File: config.mk
export PLATFORM = sky130hd
export DESIGN_NAME = newest_mappable_window_select
export DESIGN_NICKNAME = d
export VERILOG_FILES = /design/src/rtl/nmws_pkg.sv /design/src/rtl/nmws_cell.sv /design/src/rtl/newest_mappable_window_select.sv
export SDC_FILE = /design/constraint.sdc
export NUM_CORES = 2
export LEC_CHECK = 0
export ABC_CLOCK_PERIOD_IN_PS = 10400
export BUFFER_PORTS_ARGS = -buffer_cell sky130_fd_sc_hd__buf_2
export CORE_ASPECT_RATIO = 0.5
export CORE_MARGIN = 3
export CORE_UTILIZATION = 31
export CTS_BUF_LIST = sky130_fd_sc_hd__clkbuf_2
export CTS_CLUSTER_DIAMETER = 30
export DETAILED_ROUTE_END_ITERATION = 8
export GPL_TIMING_DRIVEN = 0
export PLACE_DENSITY = 0.55
export SLEW_MARGIN = 20
export SYNTH_ARGS = -nofsm -noshare
export SYNTH_HDL_FRONTEND = slang
export SYNTH_SLANG_ARGS = --single-unit
File: constraint.sdc
create_clock -name clk_i -period 10.4 [get_ports clk_i]
set_input_delay 0.52 -clock clk_i [delete_from_list [all_inputs] [get_ports clk_i]]
set_output_delay 0.52 -clock clk_i [all_outputs]
set_load 0.02 [all_outputs]
File: src/rtl/nmws_pkg.sv
// Package for the newest mappable window selector.
// Holds the event codes, cell commands and the slot and chain types.
// No dependencies.
package nmws_pkg;

  localparam int MAX_CLIENTS = 16;
  localparam int IdW = 32;

  typedef enum logic [2:0] {
    OP_CREATE  = 3'd0,
    OP_DESTROY = 3'd1,
    OP_MAP     = 3'd2,
    OP_UNMAP   = 3'd3,
    OP_NONE    = 3'd4
  } op_e;

  typedef enum logic [2:0] {
    CMD_HOLD   = 3'd0,
    CMD_INSERT = 3'd1,
    CMD_REMOVE = 3'd2,
    CMD_MAP    = 3'd3,
    CMD_UNMAP  = 3'd4,
    CMD_SELECT = 3'd5
  } cmd_e;

  // One table entry.
  typedef struct packed {
    logic           used;
    logic [IdW-1:0] win;
    logic           mapb;
    logic           shown;
  } slot_t;

  // Running summary handed from a cell to the next (older) one.
  typedef struct packed {
    logic           lk;   // an id match was seen in a newer cell
    logic           sh;   // a shown entry was seen in a newer cell
    logic           mp;   // a mappable entry was seen in a newer cell
    logic [IdW-1:0] cid;  // id of the first shown, else first mappable entry
  } link_t;

  // Broadcast from the sequencer to every cell.
  typedef struct packed {
    cmd_e           cmd;
    logic [IdW-1:0] id;
  } cell_ctrl_t;

endpackage

File: src/rtl/nmws_cell.sv
// One table slot of the window selector chain.
// Depends on nmws_pkg for the slot, chain and command types.
module nmws_cell
  import nmws_pkg::*;
(
  input  logic       clk_i,
  input  logic       rst_ni,
  input  cell_ctrl_t ctrl_i,
  input  slot_t      prev_slot_i,
  input  slot_t      next_slot_i,
  output slot_t      slot_o,
  input  link_t      link_i,
  output link_t      link_o
);

  logic           used_q, mapb_q, shown_q;
  logic [IdW-1:0] win_q;
  slot_t          slot_q, slot_d;
  link_t          link_q;
  logic           match;

  assign slot_q = '{used: used_q, win: win_q, mapb: mapb_q, shown: shown_q};
  assign slot_o = slot_q;
  assign match  = used_q && (win_q == ctrl_i.id);

  always_comb begin
    slot_d = slot_q;
    case (ctrl_i.cmd)
      CMD_INSERT: slot_d = prev_slot_i;
      CMD_REMOVE: begin
        // Every slot at or below the hit takes its older neighbor.
        if (link_q.lk || match) slot_d = next_slot_i;
      end
      CMD_MAP: begin
        if (match && !link_q.lk) slot_d.mapb = 1'b1;
      end
      CMD_UNMAP: begin
        if (match && !link_q.lk) begin
          slot_d.mapb  = 1'b0;
          slot_d.shown = 1'b0;
        end
      end
      CMD_SELECT: begin
        if (used_q && mapb_q && !link_q.mp) slot_d.shown = 1'b1;
      end
      default: slot_d = slot_q;
    endcase
  end

  always_comb begin
    link_o.lk = link_q.lk | match;
    link_o.sh = link_q.sh | (used_q & shown_q);
    link_o.mp = link_q.mp | (used_q & mapb_q);
    if (link_q.sh) begin
      link_o.cid = link_q.cid;
    end else if (used_q && shown_q) begin
      link_o.cid = win_q;
    end else if (link_q.mp) begin
      link_o.cid = link_q.cid;
    end else if (used_q && mapb_q) begin
      link_o.cid = win_q;
    end else begin
      link_o.cid = '0;
    end
  end

  always_ff @(posedge clk_i or negedge rst_ni) begin
    if (!rst_ni) begin
      used_q  <= 1'b0;
      mapb_q  <= 1'b0;
      shown_q <= 1'b0;
      link_q  <= '0;
    end else begin
      used_q  <= slot_d.used;
      mapb_q  <= slot_d.mapb;
      shown_q <= slot_d.shown;
      link_q  <= link_i;
    end
  end

  always_ff @(posedge clk_i) begin
    win_q <= slot_d.win;
  end

endmodule

File: src/rtl/newest_mappable_window_select.sv
// Newest mappable window selector: top level with the event sequencer and
// the output register. Depends on nmws_pkg and nmws_cell.
//
// The window table is a row of MaxClients cells, newest entry in cell 0,
// kept packed toward cell 0. Each event word (create, destroy, map request,
// unmap notice or no event; codes 5 to 7 count as no event) is taken only
// while the block is idle and yields exactly one result word. Lookups and
// the selection of the newest mappable entry are done by a summary that
// ripples one cell per clock down the row. Destroy, map and unmap take
// two passes: a lookup pass, the table update, then a selection pass.
// Create and no event take one pass: the update, then the selection pass.
// The result then waits until the output register is free. The next
// event is accepted the cycle after the result is loaded into the
// output register, even if that result has not been taken yet.
// A create into a full table is dropped and flagged, and a destroy, map or
// unmap that names no stored window is flagged; in both cases the
// selection still runs.
module newest_mappable_window_select
  import nmws_pkg::*;
#(
  parameter int MaxClients = MAX_CLIENTS
) (
  input  logic           clk_i,
  input  logic           rst_ni,
  input  logic           in_valid_i,
  output logic           in_ready_o,
  input  logic [2:0]     operation_i,
  input  logic [IdW-1:0] window_id_i,
  output logic           out_valid_o,
  input  logic           out_ready_i,
  output logic           map_issued_o,
  output logic [IdW-1:0] map_target_o,
  output logic           shown_present_o,
  output logic [IdW-1:0] shown_id_o,
  output logic           create_dropped_o,
  output logic           id_unknown_o
);

  localparam int CntW = (MaxClients > 1) ? $clog2(MaxClients) : 1;
  localparam logic [CntW-1:0] CntLast = CntW'(MaxClients - 1);

  typedef enum logic [4:0] {
    ST_IDLE  = 5'b00001,
    ST_LOOK  = 5'b00010,
    ST_APPLY = 5'b00100,
    ST_SCAN  = 5'b01000,
    ST_SEL   = 5'b10000
  } state_e;

  state_e          state_q, state_d;
  logic [CntW-1:0] cnt_q, cnt_d;
  op_e             op_q, op_in;
  logic [IdW-1:0]  id_q;
  logic            dropped_q, unknown_q;
  logic            dropped_d, unknown_d;

  logic            out_valid_q;
  logic            map_issued_q, shown_present_q, create_dropped_q, id_unknown_q;
  logic [IdW-1:0]  map_target_q, shown_id_q;
  logic            out_load;

  cell_ctrl_t      ctrl;
  slot_t           slot_w [MaxClients];
  link_t           link_w [MaxClients+1];
  slot_t           new_slot;
  logic            table_full, any_match, any_shown, any_mappable, need_sel;

  assign in_ready_o = (state_q == ST_IDLE);

  // Out-of-range codes fall back to no event.
  always_comb begin
    case (operation_i)
      OP_CREATE:  op_in = OP_CREATE;
      OP_DESTROY: op_in = OP_DESTROY;
      OP_MAP:     op_in = OP_MAP;
      OP_UNMAP:   op_in = OP_UNMAP;
      default:    op_in = OP_NONE;
    endcase
  end

  // Row of cells. Cell 0 receives the fresh entry on a create and the
  // oldest cell pulls in an empty slot on a destroy.
  assign new_slot  = '{used: 1'b1, win: id_q, mapb: 1'b0, shown: 1'b0};
  assign link_w[0] = '0;

  for (genvar i = 0; i < MaxClients; i++) begin : g_cell
    slot_t prev_s, next_s;
    if (i == 0) begin : g_first
      assign prev_s = new_slot;
    end else begin : g_mid
      assign prev_s = slot_w[i-1];
    end
    if (i == MaxClients - 1) begin : g_last
      assign next_s = '0;
    end else begin : g_inner
      assign next_s = slot_w[i+1];
    end
    nmws_cell u_cell (
      .clk_i       (clk_i),
      .rst_ni      (rst_ni),
      .ctrl_i      (ctrl),
      .prev_slot_i (prev_s),
      .next_slot_i (next_s),
      .slot_o      (slot_w[i]),
      .link_i      (link_w[i]),
      .link_o      (link_w[i+1])
    );
  end

  // The summary leaving the oldest cell covers the whole table once the
  // ripple has settled.
  assign table_full   = slot_w[MaxClients-1].used;
  assign any_match    = link_w[MaxClients].lk;
  assign any_shown    = link_w[MaxClients].sh;
  assign any_mappable = link_w[MaxClients].mp;
  assign need_sel     = !any_shown && any_mappable;
  assign out_load     = (state_q == ST_SEL) && (!out_valid_q || out_ready_i);

  // Command broadcast to the cells.
  always_comb begin
    ctrl.id  = id_q;
    ctrl.cmd = CMD_HOLD;
    if (state_q == ST_APPLY) begin
      case (op_q)
        OP_CREATE:  ctrl.cmd = table_full ? CMD_HOLD : CMD_INSERT;
        OP_DESTROY: ctrl.cmd = CMD_REMOVE;
        OP_MAP:     ctrl.cmd = CMD_MAP;
        OP_UNMAP:   ctrl.cmd = CMD_UNMAP;
        default:    ctrl.cmd = CMD_HOLD;
      endcase
    end else if (out_load && need_sel) begin
      ctrl.cmd = CMD_SELECT;
    end
  end

  // Sequencer.
  always_comb begin
    state_d   = state_q;
    cnt_d     = cnt_q;
    dropped_d = dropped_q;
    unknown_d = unknown_q;
    unique case (state_q)
      ST_IDLE: begin
        cnt_d = '0;
        if (in_valid_i) begin
          if (op_in == OP_CREATE || op_in == OP_NONE) begin
            state_d = ST_APPLY;
          end else begin
            state_d = ST_LOOK;
          end
        end
      end
      ST_LOOK: begin
        cnt_d = cnt_q + CntW'(1);
        if (cnt_q == CntLast) state_d = ST_APPLY;
      end
      ST_APPLY: begin
        cnt_d     = '0;
        dropped_d = (op_q == OP_CREATE) && table_full;
        unknown_d = (op_q == OP_DESTROY || op_q == OP_MAP || op_q == OP_UNMAP)
                    && !any_match;
        state_d   = ST_SCAN;
      end
      ST_SCAN: begin
        cnt_d = cnt_q + CntW'(1);
        if (cnt_q == CntLast) state_d = ST_SEL;
      end
      ST_SEL: begin
        if (out_load) state_d = ST_IDLE;
      end
      default: state_d = ST_IDLE;
    endcase
  end

  always_ff @(posedge clk_i or negedge rst_ni) begin
    if (!rst_ni) begin
      state_q     <= ST_IDLE;
      cnt_q       <= '0;
      dropped_q   <= 1'b0;
      unknown_q   <= 1'b0;
      out_valid_q <= 1'b0;
    end else begin
      state_q   <= state_d;
      cnt_q     <= cnt_d;
      dropped_q <= dropped_d;
      unknown_q <= unknown_d;
      if (out_load) begin
        out_valid_q <= 1'b1;
      end else if (out_ready_i) begin
        out_valid_q <= 1'b0;
      end
    end
  end

  // Event and result payload registers.
  always_ff @(posedge clk_i) begin
    if (in_valid_i && in_ready_o) begin
      op_q <= op_in;
      id_q <= window_id_i;
    end
    if (out_load) begin
      map_issued_q     <= need_sel;
      map_target_q     <= need_sel ? link_w[MaxClients].cid : '0;
      shown_present_q  <= any_shown || any_mappable;
      shown_id_q       <= link_w[MaxClients].cid;
      create_dropped_q <= dropped_q;
      id_unknown_q     <= unknown_q;
    end
  end

  assign out_valid_o      = out_valid_q;
  assign map_issued_o     = map_issued_q;
  assign map_target_o     = map_target_q;
  assign shown_present_o  = shown_present_q;
  assign shown_id_o       = shown_id_q;
  assign create_dropped_o = create_dropped_q;
  assign id_unknown_o     = id_unknown_q;

endmodule

==> results_dict.tcl <==
set metrics [dict create \
    fin_crit_sh 0.5120 \
    first_pass_iters 7 \
    crit_end "g_cell[4].u_cell.win_q[5]" \
    r2r_end "g_cell[4].u_cell.win_q[5]" \
    crit_start "op_q[2]" \
    crit_required_ns 11.54 \
    numCtsBuffers 317 \
    rows 107 \
    clock-sinks 1200 \
    port_buffers 108 \
    drc_errors 0 \
    final_util 0.3609 \
    clkTransAtPathRegs_ns 0.11 \
    postRouteAntennaNets 0 \
    gr-total-overflow 0 \
    power_w 0.01372 \
    synth-seq-cells 1200 \
    ir_drop_mv 0.1003 \
    finalHoldViolations 0 \
    synthArstFlopShare 0.4875 \
    grt_antenna_before_repair 11 \
    multi_input_area_um2 19180 \
    wl_met2_um 101300 \
    gr-usage-all-layers 0.2509 \
    clk_path_buf_depth 4 \
    skew_ns 0.2076 \
    slew_headroom 0.2388 \
    powerDensity_nw_per_um2 222.1 \
    rrSetupSlack_ns 5.08 \
    initial_core_util 0.3136 \
    die_w_um 594.4 \
    wl_met3_um 24610 \
    rsz0062_at_grt "false" \
    netlist_instances 4792 \
    wl_met1_um 92430 \
    fill_cells 17320 \
    worst_slew_pin_slew_ns 1.142 \
    ff2ff_path_depth 8 \
    dieHeight_um 300.2 \
    worstSetupStartpointType "flip-flop" \
    synth-edff-count 615 \
    core_area_um2 171100 \
    grt_max_degree 105 \
    synth_ff_type "edfxtp_1" \
    grt_pass1_vias 41660 \
    synth_cell_types 76 \
    min_path_type "input pin to flip-flop" \
    cts_tree "built" \
    regArea_um2 33110 \
    end_kind "flip-flop" \
    top_layer "met5" \
    cp_max_fo 32 \
    gp_congestion 0.9844 \
    drt_iter0_drc 5881 \
    die-area_um2 178400 \
    drt-total-wl_um 229200 \
    area_delta_synth_final_pct 15.08 \
    post_drt_wl_per_cell_um 29.06 \
    pin_count 109 \
    fin_nets 5393 \
    syn-cell-area_um2 53660 \
    cts_max_level 5 \
    cp.arrival_ns 6.46 \
    clk-insertion-delay-late_ns 1.71 \
    fmax_mhz 187.8 \
    grt_pass1_wl_um 316900 \
    criticalPathCategory "flip-flop to flip-flop" \
    cts_setup_buffers 0 \
    viasPerCell 5.438 \
    power.leakage_nw 25.98 \
    slew_violations 0 \
    fin_crit_ns 5.325 \
    clock-root-buffer "clkbuf_2" \
    cap_violations 0 \
    drive_above_1_share 0.1436 \
    yosysWarnings 0 \
    hpwl_um 163400 \
    yosysSeqAreaShare 0.6170 \
    avgSynthCellArea_um2 11.20 \
    vias 42900 \
    cts_resized 0 \
    rr_startpoint "op_q[2]" \
    finalSetupViolations 0 \
    syn_nets 4832 \
    status "finished, final reports clean" \
]
state kept, by name, indices dropped and copies added (netlist names), 3 cells and up:
name	cells
map_target_o	32
id_q	32
g_cell.u_cell.mapb_q	16
g_cell.u_cell.link_q	525
op_q	3
g_cell.u_cell.used_q	16
shown_id_o	32
g_cell.u_cell.shown_q	16
g_cell.u_cell.win_q	512
state_q	5
cnt_q	4
layout by cell type (no fill, tap or decap), drive strengths merged, types with 63 or more instances in the layout:
master | synthesis | layout
dlygate4sd3 | 0 | 111
nor4 | 77 | 77
and2 | 72 | 72
dfrtp | 584 | 584
a22o | 481 | 481
nand4 | 63 | 63
clkbuf | 203 | 681
xor2 | 266 | 266
nand2 | 1508 | 1508
clkinv | 0 | 66
buf | 111 | 242
nor2 | 63 | 63
xnor2 | 231 | 231
edfxtp | 615 | 615
Yosys cell counts (34+ instances only):
cell	instances	area [um2]
a22o_1	481	4213
xor2_1	266	2330
inv_1	42	157.7
and2_1	72	450.4
nand2_1	1508	5660
nand4_1	63	394.1
dfrtp_1	584	14610
a21oi_1	37	185.2
a21o_1	34	255.2
xnor2_1	230	2014
nor2_1	63	236.5
nand3_1	40	200.2
nor2b_1	57	356.6
nor4_1	76	475.5
buf_2	95	475.5
o21ai_0	54	270.3
clkbuf_1	203	762.0
edfxtp_1	615	18470
how the worst min path moves through the flow:
stage | slack (ns) | start | cells after the start | endpoint
2_1_floorplan | 0.22 | rst_ni | 0 | cnt_q[0]
3_3_place_gp | 0.46 | g_cell[1].u_cell.link_q[15] | 1 | g_cell[2].u_cell.link_q[15]
3_5_place_dp | 0.45 | unknown_q | 0 | id_unknown_o
4_1_cts | 0.02 | in_valid_i | 5 | state_q[0]
5_1_grt | 0.21 | out_ready_i | 6 | state_q[4]
6_report | 0.28 | out_ready_i | 6 | state_q[4]
kinds of logic (layout without fill, tap and decap cells):
kind of cell	Yosys count	in the layout	synth area share
mux	2	2	0.0003964
compound gates	743	743	0.1131
buf+inv	356	1155	0.02852
fa+ha+maj	1	1	0.0002331
xor+xnor	497	497	0.08126
flops	1200	1200	0.6170
simple gates	1993	1993	0.1595
other cells	0	8	0
report_power, final:
group	total (W)	leakage [nW]	internal (W)	switching (W)
Clock	0.00346	2.25	0.00141	0.00205
Sequential	0.00669	12.9	0.00606	0.000632
Combinational	0.00357	10.8	0.00137	0.00220
stage by stage:
step	instances	instance area, um2	setup WS (ns)	TNS [ns]	hold slack, ns
floorplan	4792	53660	6.074	0	0.2244
global placement	7189	57060	-3.668	-2013.79	0.4560
detailed placement	7211	57670	5.427	0	0.4494
CTS	7880	61730	5.316	0	0.02053
global route	7884	61740	5.196	0	0.2132
finish	7888	61750	5.075	0	0.2772
metal layers:
metal	global-route usage	up-vias
met1	0.3268	21670
li1	-	18010
met5	0	-
met3	0.07544	540
met2	0.3844	2684
met4	0.1144	4
area by class of cell:
| cell class | instances | area share |
|---|---|---|
| Buffer | 314 | 0.02229 |
| Clock inverter | 79 | 0.008550 |
| Sequential cell | 1200 | 0.5361 |
| Tap cell | 2289 | 0.04638 |
| Timing Repair Buffer | 242 | 0.03440 |
| Inverter | 42 | 0.002553 |
| Multi-Input combinational cell | 3236 | 0.3106 |
| Antenna cell | 8 | 0.0003242 |
| Clock buffer | 478 | 0.03874 |
worst max-delay path: stages, from the launching register on:
cell,delay [ns]
edfxtp_1,0.51
nor4b_4,0.45
nand3_1,0.25
nor2_1,0.47
clkbuf_1,0.90
clkbuf_1,0.92
buf_2,0.55
nand2_1,0.12
nand2_2,0.65
what timing repair did:
action,4_1_cts,5_1_grt
hold endpoints to repair,653,0
hold buffers,112,0
endpoints found under the setup margin,0,0
Power figures use the tool's default switching activity.
